`src/rtl/ookrx_pkg.sv`:
```
// shared constants, codes and control types of the ook pulse-code receiver
`default_nettype none

package ookrx_pkg;

    localparam int MAX_EDGES = 64;
    localparam int NUM_TYPES = 8;
    localparam int COPIES    = 8;
    localparam int MIN_SAME  = 3;
    localparam int PAIRS     = 24;

    localparam int EDGE_W  = 24;
    localparam int WIN_W   = 16;
    localparam int PCT_W   = 7;
    localparam int CODE_W  = 32;
    localparam int BUF_AW  = $clog2(MAX_EDGES);
    localparam int CNT_W   = $clog2(MAX_EDGES + 1);
    localparam int TYPE_W  = $clog2(NUM_TYPES);
    localparam int SLOT_W  = $clog2(COPIES);
    localparam int COPY_W  = $clog2(COPIES + 1);
    localparam int TOTAL_W = $clog2(NUM_TYPES * COPIES + 1);
    localparam int STORE_AW = TYPE_W + SLOT_W;

    // unit = gap / 31 as a reciprocal multiply, exact for 24 bit gaps
    localparam int UNIT_W = 20;
    localparam logic [24:0] RECIP31 = 25'd17318417;
    localparam int RECIP31_SH = 29;
    // tolerance = (unit * percent) / 100, exact below 2^30
    localparam int TOLP_W = UNIT_W + PCT_W;
    localparam logic [27:0] RECIP100 = 28'd171798692;
    localparam int RECIP100_SH = 34;
    localparam int TOL_W = 21;
    localparam int BND_W = 26;

    localparam logic [EDGE_W-1:0] GAP_RESET = 24'd5000;
    localparam logic [WIN_W-1:0]  WIN_RESET = 16'd200;
    localparam logic [PCT_W-1:0]  PCT_RESET = 7'd60;

    localparam logic [1:0] CFG_GAP_THRESHOLD = 2'd0;
    localparam logic [1:0] CFG_SYNC_WINDOW   = 2'd1;
    localparam logic [1:0] CFG_TOLERANCE     = 2'd2;

    localparam logic ACTION_EDGE  = 1'b0;
    localparam logic ACTION_QUERY = 1'b1;
    localparam logic REPLY_DECODE = 1'b0;
    localparam logic REPLY_QUERY  = 1'b1;

    typedef enum logic [3:0] {
        ST_IDLE,
        ST_D_UNIT,
        ST_D_TMUL,
        ST_D_TDIV,
        ST_D_BND,
        ST_D_RDA,
        ST_D_RDB,
        ST_D_EVAL,
        ST_D_FIN,
        ST_D_OUT,
        ST_Q_FIRST,
        ST_Q_REF,
        ST_Q_RD,
        ST_Q_CMP,
        ST_Q_OUT
    } ookrx_state_t;

    typedef struct packed {
        logic accept;
        logic unit_calc;
        logic tol_mul;
        logic tol_div;
        logic bound_calc;
        logic rd_second;
        logic latch_a;
        logic pair_eval;
        logic store_commit;
        logic load_decode;
        logic ref_latch;
        logic q_compare;
        logic load_query;
    } ookrx_cmd_t;

    typedef struct packed {
        logic is_query;
        logic need_decode;
        logic pairs_left;
        logic more_after;
        logic pair_ok;
        logic q_short;
        logic q_last;
        logic out_free;
    } ookrx_stat_t;

endpackage

`default_nettype wire

```
`src/rtl/ookrx_ctrl.sv`:
```
// controller state machine sequencing decode, store and query work
`default_nettype none

module ookrx_ctrl (
    input  wire logic               clk,
    input  wire logic               rst_n,
    input  wire logic               item_valid,
    output logic                    item_ready,
    input  wire ookrx_pkg::ookrx_stat_t stat,
    output ookrx_pkg::ookrx_cmd_t   cmd
);

    ookrx_pkg::ookrx_state_t state_reg;
    ookrx_pkg::ookrx_state_t state_next;

    always_ff @(posedge clk or negedge rst_n)
    begin
        if (!rst_n)
        begin
            state_reg <= ookrx_pkg::ST_IDLE;
        end
        else
        begin
            state_reg <= state_next;
        end
    end

    always_comb
    begin
        state_next = state_reg;
        cmd        = '0;
        item_ready = 1'b0;
        unique case (state_reg)
            ookrx_pkg::ST_IDLE:
            begin
                item_ready = 1'b1;
                if (item_valid)
                begin
                    cmd.accept = 1'b1;
                    if (stat.is_query)
                    begin
                        state_next = ookrx_pkg::ST_Q_FIRST;
                    end
                    else if (stat.need_decode)
                    begin
                        state_next = ookrx_pkg::ST_D_UNIT;
                    end
                end
            end
            ookrx_pkg::ST_D_UNIT:
            begin
                cmd.unit_calc = 1'b1;
                state_next    = ookrx_pkg::ST_D_TMUL;
            end
            ookrx_pkg::ST_D_TMUL:
            begin
                cmd.tol_mul = 1'b1;
                state_next  = ookrx_pkg::ST_D_TDIV;
            end
            ookrx_pkg::ST_D_TDIV:
            begin
                cmd.tol_div = 1'b1;
                state_next  = ookrx_pkg::ST_D_BND;
            end
            ookrx_pkg::ST_D_BND:
            begin
                cmd.bound_calc = 1'b1;
                state_next = stat.pairs_left ? ookrx_pkg::ST_D_RDA : ookrx_pkg::ST_D_FIN;
            end
            ookrx_pkg::ST_D_RDA:
            begin
                state_next = ookrx_pkg::ST_D_RDB;
            end
            ookrx_pkg::ST_D_RDB:
            begin
                cmd.rd_second = 1'b1;
                cmd.latch_a   = 1'b1;
                state_next    = ookrx_pkg::ST_D_EVAL;
            end
            ookrx_pkg::ST_D_EVAL:
            begin
                cmd.pair_eval = 1'b1;
                if (stat.pair_ok && stat.more_after)
                begin
                    state_next = ookrx_pkg::ST_D_RDA;
                end
                else
                begin
                    state_next = ookrx_pkg::ST_D_FIN;
                end
            end
            ookrx_pkg::ST_D_FIN:
            begin
                cmd.store_commit = 1'b1;
                state_next       = ookrx_pkg::ST_D_OUT;
            end
            ookrx_pkg::ST_D_OUT:
            begin
                if (stat.out_free)
                begin
                    cmd.load_decode = 1'b1;
                    state_next      = ookrx_pkg::ST_IDLE;
                end
            end
            ookrx_pkg::ST_Q_FIRST:
            begin
                state_next = stat.q_short ? ookrx_pkg::ST_Q_OUT : ookrx_pkg::ST_Q_REF;
            end
            ookrx_pkg::ST_Q_REF:
            begin
                cmd.ref_latch = 1'b1;
                state_next    = ookrx_pkg::ST_Q_RD;
            end
            ookrx_pkg::ST_Q_RD:
            begin
                state_next = ookrx_pkg::ST_Q_CMP;
            end
            ookrx_pkg::ST_Q_CMP:
            begin
                cmd.q_compare = 1'b1;
                state_next = stat.q_last ? ookrx_pkg::ST_Q_OUT : ookrx_pkg::ST_Q_RD;
            end
            ookrx_pkg::ST_Q_OUT:
            begin
                if (stat.out_free)
                begin
                    cmd.load_query = 1'b1;
                    state_next     = ookrx_pkg::ST_IDLE;
                end
            end
            default:
            begin
                state_next = ookrx_pkg::ST_IDLE;
            end
        endcase
    end

endmodule

`default_nettype wire

```
`config.mk`:
```
export PLATFORM = sky130hd
export DESIGN_NAME = ookrx_ctrl
export DESIGN_NICKNAME = d
export VERILOG_FILES = /design/src/rtl/ookrx_pkg.sv /design/src/rtl/ookrx_ctrl.sv
export SDC_FILE = /design/constraint.sdc
export NUM_CORES = 1
export LEC_CHECK = 0
export BUFFER_PORTS_ARGS = -buffer_cell sky130_fd_sc_hd__buf_2
export CAP_MARGIN = 15
export CORE_MARGIN = 2
export CORE_UTILIZATION = 24
export CTS_CLUSTER_DIAMETER = 30
export DETAILED_ROUTE_END_ITERATION = 12
export HOLD_SLACK_MARGIN = 0.08
export PLACE_DENSITY = 0.54
export SYNTH_ARGS = -nofsm -noshare
export SYNTH_HDL_FRONTEND = slang
export SYNTH_SLANG_ARGS = --single-unit
```
`constraint.sdc`:
```
create_clock -name clk -period 2.55 [get_ports clk]
set_clock_uncertainty 0.1 [all_clocks]
set_input_delay 0.255 -clock clk [delete_from_list [all_inputs] [get_ports clk]]
set_output_delay 0.255 -clock clk [all_outputs]
set_load 0.01 [all_outputs]
```
* Word-level counts from Yosys, hierarchy flattened
Cells that the tools add are included.
** Storage, ports and cells
- Input bits :: 11
- Output and inout port bits :: 14
- Word-level logic and storage cells :: 46
- Register bits :: 4
** Operators by class
- Eq/ne operators :: 17
- Muxes and demuxes :: 24
- Reduce and logical (&&, ||, !) cells :: 4
** Operators with widths (count)
- $pmux W4 S14 :: 1
- $eq A4 B4 Y1 const B :: 7
- $mux W4 :: 6
- $eq A4 B3 Y1 const B :: 4
- $mux W1 :: 14
- $eq A4 B2 Y1 const B :: 2
- $eq A4 B1 Y1 const B :: 1
- $logic_not A4 Y1 :: 1
- $mux W2 :: 2
- $mux W3 :: 1
- $ne A3 B3 Y1 const B :: 1
- $reduce_and A3 Y1 :: 1
- $ne A2 B1 Y1 const B :: 1
- $ne A2 B2 Y1 const B :: 1
- $reduce_or A2 Y1 :: 1
- $logic_and A1 B1 Y1 :: 1

* Longest topological paths before layout
Gate-level depths: netlist (run 1).
- Depth in word-level cells :: 4
- Mapped depth :: 6
- Depth with buffers taken out :: 4

* Worst setup path before layout (run 1)
Ideal clock, no wire load.
- Path type :: register -> output
- Start :: register state_reg[1]
- End :: output cmd[12] (netlist bit)
- Buffers on the path :: 1
- Data arrival time :: 1.139 ns
- Setup slack :: 1.056 ns
- Cell stages (with the launch flop) :: 4
- Required time :: 2.195 ns
- Path through :: dfrtp_1 > buf_6 > nor4_2 > and2_1
** RTL lines
- start: declaration :: line ookrx_ctrl.sv:13 : ookrx_pkg::ookrx_state_t state_reg;
- start signal: assignment :: line ookrx_ctrl.sv:20 : state_reg <= ookrx_pkg::ST_IDLE;
- start signal: assignment :: line ookrx_ctrl.sv:24 : state_reg <= state_next;
- end: declaration :: line ookrx_ctrl.sv:10 : output ookrx_pkg::ookrx_cmd_t cmd

==> summary.md, run 1 <==
| Metric | Value |
|---|---|
| FF+latch count, synth | `4` |
| Post-DRT Antenna Nets | `0` |
| LEAKAGE | `0.2950 nW` |
| Slew @ Worst Pin | `0.5342 ns` |
| Largest family of logic cells by synthesized area | `simple AND/OR/NAND/NOR gates` |
| Cells after Synth | `65` |
| Cell Area, Synth | `518.0 sq um` |
| Largest net degree at the start of global routing | `18` |
| Total CTS buffers | `3` |
| Number of flops mapped to enable cells by yosys | `0` |
| H-tree levels | `1` |
| Synth area leaders | `dfrtp_1 19%, buf_6 13%, nor3_1 8.7%, nor2_1 5.1%, a21oi_1 3.9%` |
| Total GRT Usage | `0.1114` |
| Cell Count, Final, Fillers Out | `113` |
| CP Buf/Inv Count | `1` |
| First-pass GRT wire length | `2.145 mm` |
| Compound-Gate Fraction of Synth Area | `0.2536` |
| CP startpoint kind | `flop` |
| Max reg flops | `4` |
| RSZ-0062 raised after global routing | `no` |
| Critical Path End Type | `output port` |
| I/O Buffers | `24` |
| Cell Rows | `16` |
| Commonest non-fill, non-tap cell in the layout | `buf_2` |
| IR drop worst, VDD | `422.4 uV` |
| Critical-path maximum fanout | `17` |
| Setup TNS Final | `0 ns` |
| Rel. slew slack | `0.6438` |
| Sequential area share after synthesis | `0.1932` |
| Mux cell area share after synthesis | `0.01932` |
| Clock Sinks | `4` |
| Most frequent cells in the layout | `24 x buf_2, 9 x nor3_1, 7 x nor2_1` |
| Iter 0 DRT Violations | `18` |
| Vias in the first global route | `490` |
| Slowest stage delay, CP | `0.56 ns` |
| GRT overflow | `0` |
| Initial antenna violation count | `0` |
| Status | `complete, no violations` |
| Via-to-Cell Ratio | `4.929` |
| Antenna cells | `0` |
| Ports | `25` |
| Maxcap violations | `0` |
| Drt drc | `0` |
| Final WS setup | `0.7034 ns` |
| P&R area growth vs syn | `21.50%` |
| WL final | `1.339 mm` |
| Fin crit period | `1.847 ns` |
| WP data arrival | `1.49 ns` |
| Final net count | `99` |
| XOR/XNOR Fraction of Synth Area | `0.01691` |
| Worst-Skew Late Latency | `0.24 ns` |
| Post-placement cell count | `109` |
| Initial DRT Pass Iterations | `4` |
| Mapped Avg Cell Area | `7.969 sq um` |
| Final HPWL from detailed placement | `981.2 um` |
| Via Count | `557` |
| Die W | `50.46 um` |
| CTS tree | `yes` |
| Fmax | `541.5 MHz` |
| Core footprint | `2002 sq um` |
| HP Class | `in2async` |
| Die boundary height | `50.46 um` |
| Die ar. | `2546 sq um` |
| Area share of and/or/nand/nor cells after synthesis | `0.3502` |
| Endpoints failing hold | `0` |
| Clk slew on worst S/H paths | `0.04 ns` |
| Setup WS pre-CTS | `0.9485 ns` |
| Share of cells above drive strength 1 | `0.4186` |
| CP Data Required Time | `2.19 ns` |
| Synth warn | `0` |
| Cell Pwr Density | `1223 nW/um^2` |
| Initial Util | `0.2588` |
| Synth area leader | `dfrtp_1` |
| Unique cell type count in the Yosys netlist | `34` |
| Syn nets | `76` |
| CP delay by family, top | `simple AND/OR/NAND/NOR gates` |
| Worst-path cell chain | `nor4_2, and2_1, buf_2` |
| Crit path max-delay cell type | `dfrtp_1` |
| Tcrit/Tclk final | `0.7241` |
| DR WL/cell | `11.85 um` |
| Routability congestion estimate | `0.8197` |
| Ys flop type | `dfrtp_1` |
| Top cell type's share of synthesized area | `0.1932` |
| Clk buf depth | `2` |
| Fin. max-slew vios | `0` |
| Post-Synth Adder-Cell Area | `0` |
| Setup CP Type | `reg2out` |
| Hold_ws | `0.2415 ns` |
| Power Total | `0.0007698 W` |
| Post CTS Setup Buffer Count | `0` |
| Async SR Flop Fraction | `1.000` |
| CTS root buf | `clkbuf_4` |
| Final setup fails | `0` |
-- synth_stat cells, types with 2 or more instances --
cell / instances
nor3_1: 9
inv_1: 2
dfrtp_1: 4
nand2b_2: 2
nor2_1: 7
nand2_1: 5
buf_6: 6
a21oi_1: 4
-- through the flow --
| stage | cell area [sq um] | util |
|---|---|---|
| after global placement | 596.8 | 0.2981 |
| after global routing | 629.4 | 0.3144 |
| final | 629.4 | 0.3144 |
| after detailed placement | 596.8 | 0.2981 |
| after floorplan | 518.0 | - |
| after CTS | 629.4 | 0.3144 |
-- worst paths after layout --
check | start | slack [ns] | end | cells past startpoint
min | rst_n | 0.24 | state_reg[0] | 2
min reg2reg | state_reg[0] | 0.76 | state_reg[0] | 2
max in group asynchronous | rst_n | 1.98 | state_reg[3] | 2
max | state_reg[1] | 0.70 | cmd[12] | 3
min in group clk | stat[0] | 0.28 | state_reg[3] | 4
max reg2reg | state_reg[2] | 0.92 | state_reg[1] | 4
-- logic make-up after synthesis --
family / count (synthesis)
flip-flops: 4
buffers and inverters: 10
AND/OR/NAND/NOR: 31
AO/OA/AOI/OAI: 18
multiplexers: 1
XOR/XNOR: 1
-- where the power goes --
part / total [W] / switching, W / internal (W)
Clock: 0.0000832 / 0.0000302 / 0.0000529
Sequential: 0.000240 / 0.000143 / 0.0000964
Combinational: 0.000447 / 0.000232 / 0.000215
Total: 0.000770 / 0.000406 / 0.000364
-- metal layers --
metal	up-vias	GRT usage	routed length (um)
met2	28	0.1535	565
met4	0	0.06757	21
met1	249	0.1525	641
met3	3	0.02976	110
li1	277	-	-
met5	-	0	0
-- worst reg2reg max path, stage by stage, from the launching register on --
cell and delay, ns:
dfrtp_1 0.66, inv_2 0.13, nand2_2 0.16, o211ai_2 0.11, o32ai_1 0.33
-- layout make-up --
class | instances | area (sq um)
clock buffers | 3 | 22.52
fillers | 242 | 1373
inverters | 3 | 11.26
multi-input cells | 51 | 331.6
flip-flops and latches | 4 | 100.1
well taps | 27 | 33.78
repair buffers | 25 | 130.1
-- timing repair --
| item | 4_1_cts | 5_1_grt |
|---|---|---|
| endpoints found under the hold margin | 4 | 0 |
| resized for setup | 0 | 0 |
| hold buffers | 1 | 0 |
Note: power is estimated with default switching activity, not from simulation.
==> run 2: changes to the inputs <==
- ABC_AREA: unset -> 1
- CORE_ASPECT_RATIO: unset -> 0.6
- clock period: 2.55 -> 1.7 ns (I/O delays scaled with it)
==> run 2 against run 1 <==
Die area is 0.72% higher; worst setup slack worse by 0.55 ns; global-route usage is 1.4 points higher; clock power is 39% higher; utilization is 4.3 points higher; sequential power is 4% higher; combinational power is 77% higher; area after synthesis is 0.24% higher; design area is 9.9% higher; critical path type unchanged; largest cell class unchanged.
==> summary.md, run 2 <==
| Metric | Value |
|---|---|
| Hold buffer count at cts | `1 (unchanged)` |
| WP data arrival | `1.28 ns (-0.21 ns)` |
| Endpoints failing hold | `0 (unchanged)` |
| Final net count | `138 (+39%)` |
| Clk slew on worst S/H paths | `0.04 ns (about the same)` |
| I/O Buffers | `24 (unchanged)` |
| CTS root buf | `clkbuf_4` |
| CTS tree | `yes` |
| HP Class | `in2async` |
| P&R area growth vs syn | `33.25%` |
| Setup CP Type | `reg2out` |
| Fmax | `644.7 MHz` |
| Vias in the first global route | `567 (+16%)` |
| Setup TNS Final | `0 ns (unchanged)` |
| Cells after Synth | `99 (+52%)` |
| IR drop worst, VDD | `426.7 uV (+1.0%)` |
| Ports | `25 (unchanged)` |
| Met2 Track Usage GR | `0.1719 (+0.01837)` |
| FF+latch count, synth | `4 (unchanged)` |
| Maxcap violations | `0 (unchanged)` |
| CP Data Required Time | `1.43 ns (-0.76 ns)` |
| Drt drc | `0 (unchanged)` |
| Final HPWL from detailed placement | `1.259 mm (+28%)` |
| Antenna cells | `0 (unchanged)` |
| Hold_ws | `0.1725 ns (-0.06906 ns)` |
| Status | `complete, no violations` |
| Largest net degree at the start of global routing | `9 (-9)` |
| CTS-repair resized insts | `0 (unchanged)` |
| Slew @ Worst Pin | `0.3435 ns (-0.1907 ns)` |
| Top cell type's share of synthesized area | `0.2458 (+0.05255)` |
| Routability congestion estimate | `0.8367 (+2.1%)` |
| Sequential area share after synthesis | `0.1928 (-0.0004656)` |
| WL final | `1.485 mm (+11%)` |
| Via Count | `646 (+16%)` |
| Iter 0 DRT Violations | `22 (+4)` |
| Tcrit/Tclk final | `0.9124` |
| Die W | `64.05 um (+27%)` |
| Rel. slew slack | `0.7710 (+0.1271)` |
| Post-synth top cells | `34 x nand2_1, 21 x nor2_1, 17 x inv_1, 7 x nand3_1, 4 x dfrtp_1` |
| Cell Rows | `12 (-4)` |
| Fin. max-slew vios | `0 (unchanged)` |
| Mapped Avg Cell Area | `5.245 sq um (-34%)` |
| Total GRT Usage | `0.1256 (+0.01425)` |
| Commonest non-fill, non-tap cell in the layout | `nand2_1` |
| Post CTS Setup Buffer Count | `0 (unchanged)` |
| Initial DRT Pass Iterations | `4 (unchanged)` |
| H-tree levels | `1 (unchanged)` |
| First-pass GRT wire length | `2.415 mm (+13%)` |
| Cell area after layout | `691.9 sq um (+9.9%)` |
| Cell Pwr Density | `1672 nW/um^2 (+37%)` |
| Initial Util | `0.2681 (+0.009338)` |
| Critical-path maximum fanout | `7 (-10)` |
| LEAKAGE | `0.4705 nW (+60%)` |
| Ys flop type | `dfrtp_1` |
| Number of flops mapped to enable cells by yosys | `0 (unchanged)` |
| Clock Sinks | `4 (unchanged)` |
| Via-to-Cell Ratio | `4.222 (-14%)` |
| Most frequent cell after synthesis | `nand2_1` |
| Top Usage Layer GRT | `met1` |
| Async SR Flop Fraction | `1.000 (unchanged)` |
| Final setup fails | `0 (unchanged)` |
| GRT overflow | `0 (unchanged)` |
| RSZ-0062 raised after global routing | `no` |
| Max reg flops | `4 (unchanged)` |
| Met3 GRT Util | `0.03090 (+0.001137)` |
| Syn nets | `110 (+45%)` |
| Unique cell type count in the Yosys netlist | `15 (-56%)` |
| Synth area leaders | `nand2_1 25%, dfrtp_1 19%, nor2_1 15%, inv_1 12%, nand3_1 6.7%` |
| Die boundary height | `40.03 um (-21%)` |
| Clk buf depth | `2 (unchanged)` |
| CP startpoint kind | `flop` |
| Fin crit period | `1.551 ns` |
| Critical Path End Type | `output port` |
| Initial antenna violation count | `0 (unchanged)` |
| Synth area leader | `nand2_1` |
| Met1 Use GR | `0.1854 (+0.03298)` |
| Area post-placement | `659.4 sq um (+10%)` |
| Post-DRT Antenna Nets | `0 (unchanged)` |
| Share of cells above drive strength 1 | `0.2880 (-0.1306)` |
| Most frequent cells in the layout | `34 x nand2_1, 24 x buf_2, 21 x nor2_1` |
| Core footprint | `1937 sq um (-3.2%)` |
| Cell Area, Synth | `519.2 sq um (+0.24%)` |
| Total CTS buffers | `3 (unchanged)` |
| Synth warn | `0 (unchanged)` |
| Die ar. | `2564 sq um (+0.72%)` |
| Worst-Skew Late Latency | `0.23 ns (about the same)` |
| DR WL/cell | `9.706 um (-18%)` |
run 2: changes by cell type after synthesis, moves of 4 or more:
| cell | previous run | this run |
|---|---|---|
| nor2_1 | 7 | 21 |
| nand2_1 | 5 | 34 |
| nor3_1 | 9 | 1 |
| nand3_1 | 1 | 7 |
| inv_1 | 2 | 17 |
| buf_6 | 6 | 0 |
| a21oi_1 | 4 | 0 |
run 2: path summary, 6_finish.rpt:
path,from,endpoint,slack [ns],cells after the start
worst max-delay path,state_reg[2],cmd[12],0.15,4
worst min-delay path,rst_n,state_reg[1],0.17,2
worst max register to register,state_reg[1],state_reg[0],0.26,8
worst min register to register,state_reg[0],state_reg[0],0.52,2
max in group asynchronous,rst_n,state_reg[0],1.21,2
min in group clk,stat[0],state_reg[3],0.20,4
run 2: report_power, final:
part / internal (W) / leakage [nW] / total (W) / switching (W)
Clock: 0.0000788 / 0.0138 / 0.000116 / 0.0000371
Combinational: 0.000274 / 0.407 / 0.000792 / 0.000518
Sequential: 0.000147 / 0.0496 / 0.000249 / 0.000102
Total: 0.000500 / 0.471 / 0.00116 / 0.000658
run 2: cells by family after synthesis:
| family | synth area share |
|---|---|
| AO/OA/AOI/OAI | 0.05302 |
| buffers and inverters | 0.1663 |
| flip-flops | 0.1928 |
| AND/OR/NAND/NOR | 0.5879 |
run 2: routing by layer:
layer  wire length, um  vias to the layer above  share of wire
met5                 0                        -              0
met1               808                      264           0.54
met3               123                        2          0.083
li1                  -                      350              -
met2               545                       30           0.37
met4                 7                        0         0.0047
run 2: final cells by class:
| type | instances | area [sq um] |
|---|---|---|
| Sequential cell | 4 | 100.1 |
| Timing Repair Buffer | 25 | 130.1 |
| Clock buffer | 3 | 22.52 |
| Tap cell | 28 | 35.03 |
| Inverter | 19 | 71.32 |
| Fill cell | 227 | 1245 |
| Multi-Input combinational cell | 74 | 332.8 |
run 2: worst max-delay path: stages (launching register included):
cell and delay (ns):
dfrtp_1 0.45, nor2_1 0.26, nand2_4 0.11, nor2_1 0.09, buf_2 0.13
run 2: through the flow:
step | power, W | instances | setup WS, ns | util
after floorplan | 0.0008295 | 99 | 0.4049 | -
after CTS | 0.001157 | 153 | 0.1396 | 0.3572
after global routing | 0.001284 | 153 | 0.06606 | 0.3572
after global placement | 0.001049 | 149 | 0.2902 | 0.3404
final | 0.001157 | 153 | 0.1490 | 0.3572
after detailed placement | 0.001034 | 149 | 0.2815 | 0.3404
==> run 3: changes to the inputs <==
- ABC_AREA: 1 -> unset
- CORE_ASPECT_RATIO: 0.6 -> unset
==> run 3 against run 2 <==
Non-clock buffer count rose by 8; flip-flop and latch count stayed put; first-iteration DRC count fell by 45%; sequential power increased by 28%; count of clock-buffer cells in the layout is the same; combinational power is 12% higher; global-route usage down 1.2 points; register-to-register slack got worse by 0.05 ns; design area up 1.6%; via count is 9.3% lower; largest cell class unchanged; largest power group unchanged.
==> summary.md, run 3 (synthesis results as in run 1) <==
| Metric | Value |
|---|---|
| Drt drc | `0 (unchanged)` |
| Sw frac | `0.4920 (-0.07627)` |
| Most frequent cells in the layout | `24 x buf_2, 9 x nor3_1, 8 x buf_4` |
| Clk buf depth | `2 (unchanged)` |
| WL final | `1.424 mm (-4.1%)` |
| Tcrit/Tclk final | `0.9631 (+0.05076)` |
| Post-DRT Antenna Nets | `0 (unchanged)` |
| Clk slew on worst S/H paths | `0.04 ns (about the same)` |
| Endpoints failing hold | `0 (unchanged)` |
| Internal Power | `0.0006754 W (+35%)` |
| Fin crit period | `1.637 ns (+0.08630 ns)` |
| Commonest non-fill, non-tap cell in the layout | `buf_2` |
| Cell area after layout | `703.2 sq um (+1.6%)` |
| Hold_ws | `0.1536 ns (-0.01886 ns)` |
| Die boundary height | `50.46 um (+26%)` |
| Max reg flops | `4 (unchanged)` |
| Via Count | `586 (-9.3%)` |
| Worst-Skew Late Latency | `0.24 ns (about the same)` |
| Antenna cells | `0 (unchanged)` |
| Ports | `25 (unchanged)` |
| Reg area | `105.1 sq um (+5.0%)` |
| Routability congestion estimate | `0.8181 (-2.2%)` |
| WP data arrival | `1.37 ns (+0.09 ns)` |
| Final WS setup | `0.06268 ns (-0.08630 ns)` |
| Die W | `50.46 um (-21%)` |
| CP startpoint kind | `flop` |
| Iter 0 DRT Violations | `12 (-45%)` |
| FILL cells | `232 (+2.2%)` |
| Setup WS pre-CTS | `0.1578 ns (-0.1238 ns)` |
| Setup CP Type | `reg2out` |
| Critical Path End Type | `output port` |
| GRT overflow | `0 (unchanged)` |
| Maxcap violations | `0 (unchanged)` |
| Fin. max-slew vios | `0 (unchanged)` |
| Total CTS buffers | `3 (unchanged)` |
| Clock Sinks | `4 (unchanged)` |
| Final net count | `107 (-22%)` |
| Net Sw Power | `0.0006542 W (-0.52%)` |
| Critical-path maximum fanout | `16 (+9)` |
| Status | `complete, no violations` |
| H-tree levels | `1 (unchanged)` |
| LEAKAGE | `0.3315 nW (-30%)` |
| Final setup fails | `0 (unchanged)` |
| Cell Pwr Density | `1891 nW/um^2 (+13%)` |
| Area of the multi-input gates | `340.3 sq um (+2.3%)` |
| CTS tree | `yes` |
| Vias in the first global route | `510 (-10%)` |
| Clk pwr share | `0.093 (-0.007)` |
| Share of cells above drive strength 1 | `0.5106 (+0.2226)` |
| Core Util, Final | `0.3513 (-0.005985)` |
| Initial DRT Pass Iterations | `4 (unchanged)` |
| Largest net degree at the start of global routing | `17 (+8)` |
| HP Class | `in2async` |
| Initial antenna violation count | `0 (unchanged)` |
| Initial Util | `0.2588 (-0.009338)` |
| Slew @ Worst Pin | `0.3228 ns (-0.02076 ns)` |
| Share of total power in sequential cells | `0.239 (+0.024)` |
| Via-to-Cell Ratio | `4.843 (+15%)` |
| IR drop worst, VDD | `798.1 uV (+87%)` |
| Die ar. | `2546 sq um (-0.71%)` |
| DR WL/cell | `11.77 um (+21%)` |
| Core footprint | `2002 sq um (+3.4%)` |
| P&R area growth vs syn | `35.75%` |
| CP Data Required Time | `1.43 ns (about the same)` |
| Cell Rows | `16 (+4)` |
| CTS root buf | `clkbuf_4` |
| First-pass GRT wire length | `2.201 mm (-8.9%)` |
| Area post-placement | `619.3 sq um (-6.1%)` |
| Fmax | `610.8 MHz (-5.3%)` |
| I/O Buffers | `24 (unchanged)` |
| Rel. slew slack | `0.7848 (+0.01384)` |
| Final HPWL from detailed placement | `1.027 mm (-18%)` |
| Total GRT Usage | `0.1133 (-0.01231)` |
| Comb pwr share | `0.668 (-0.016)` |
==> run 3: changes by cell type in the layout (fill, tap and decap cells not counted), moves of 6 or more <==
cell,delta
nor3_1,+8
inv_1,-15
nor2_1,-14
buf_4,+8
nand2_1,-29
nand3_1,-6
==> run 3: cell type report <==
| class | count | area share |
|---|---|---|
| clock buffers | 3 | 0.03203 |
| inverters | 3 | 0.01601 |
| multi-input cells | 51 | 0.4840 |
| flip-flops and latches | 4 | 0.1495 |
| well taps | 27 | 0.04804 |
| repair buffers | 33 | 0.2705 |
==> run 3: final timing paths <==
kind                               from  slack, ns  depth (start not counted)            to
max in group asynchronous         rst_n       1.21                          2  state_reg[0]
min                               rst_n       0.15                          2  state_reg[2]
max                        state_reg[3]       0.06                          3        cmd[8]
max reg2reg                state_reg[1]       0.21                          6  state_reg[0]
min reg2reg                state_reg[2]       0.52                          2  state_reg[1]
min in group clk                stat[0]       0.19                          4  state_reg[3]
==> run 3: per-layer routing <==
layer,vias up,share of wire,GRT usage
met5,-,0,0
met4,0,0.013,0.06757
met3,2,0.075,0.01786
met2,23,0.44,0.1689
met1,265,0.47,0.1527
li1,296,-,-
==> run 3: what timing repair did <==
| item | 4_1_cts | 5_1_grt |
|---|---|---|
| hold endpoints to repair | 4 | 0 |
| gates resized for setup | 3 | 2 |
| hold buffers | 1 | 0 |
| buffers inserted | 0 | 5 |
| endpoints found under the setup margin | 4 | 2 |
==> run 3: worst max-delay path, stage by stage (launching register included) <==
cell	delay [ns]
dfrtp_2	0.52
nand2b_2	0.30
nor3_1	0.16
buf_2	0.16
==> run 3: per-stage QoR <==
stage	setup TNS [ns]	std cells	power [W]
5_1_grt	-0.006490	121	0.001447
3_5_place_dp	0	112	0.001081
3_3_place_gp	0	112	0.001075
6_report	0	121	0.001330
4_1_cts	0	116	0.001219
2_1_floorplan	0	65	0.0009776
==> run 3: power groups by stage <==
stage               sequential [W]  clock [W]  combinational [W]
global placement          0.000318          0           0.000757
global route              0.000329   0.000132           0.000986
finish                    0.000318   0.000124           0.000888
detailed placement        0.000318          0           0.000763
floorplan                 0.000196          0           0.000781
CTS                       0.000325   0.000126           0.000768
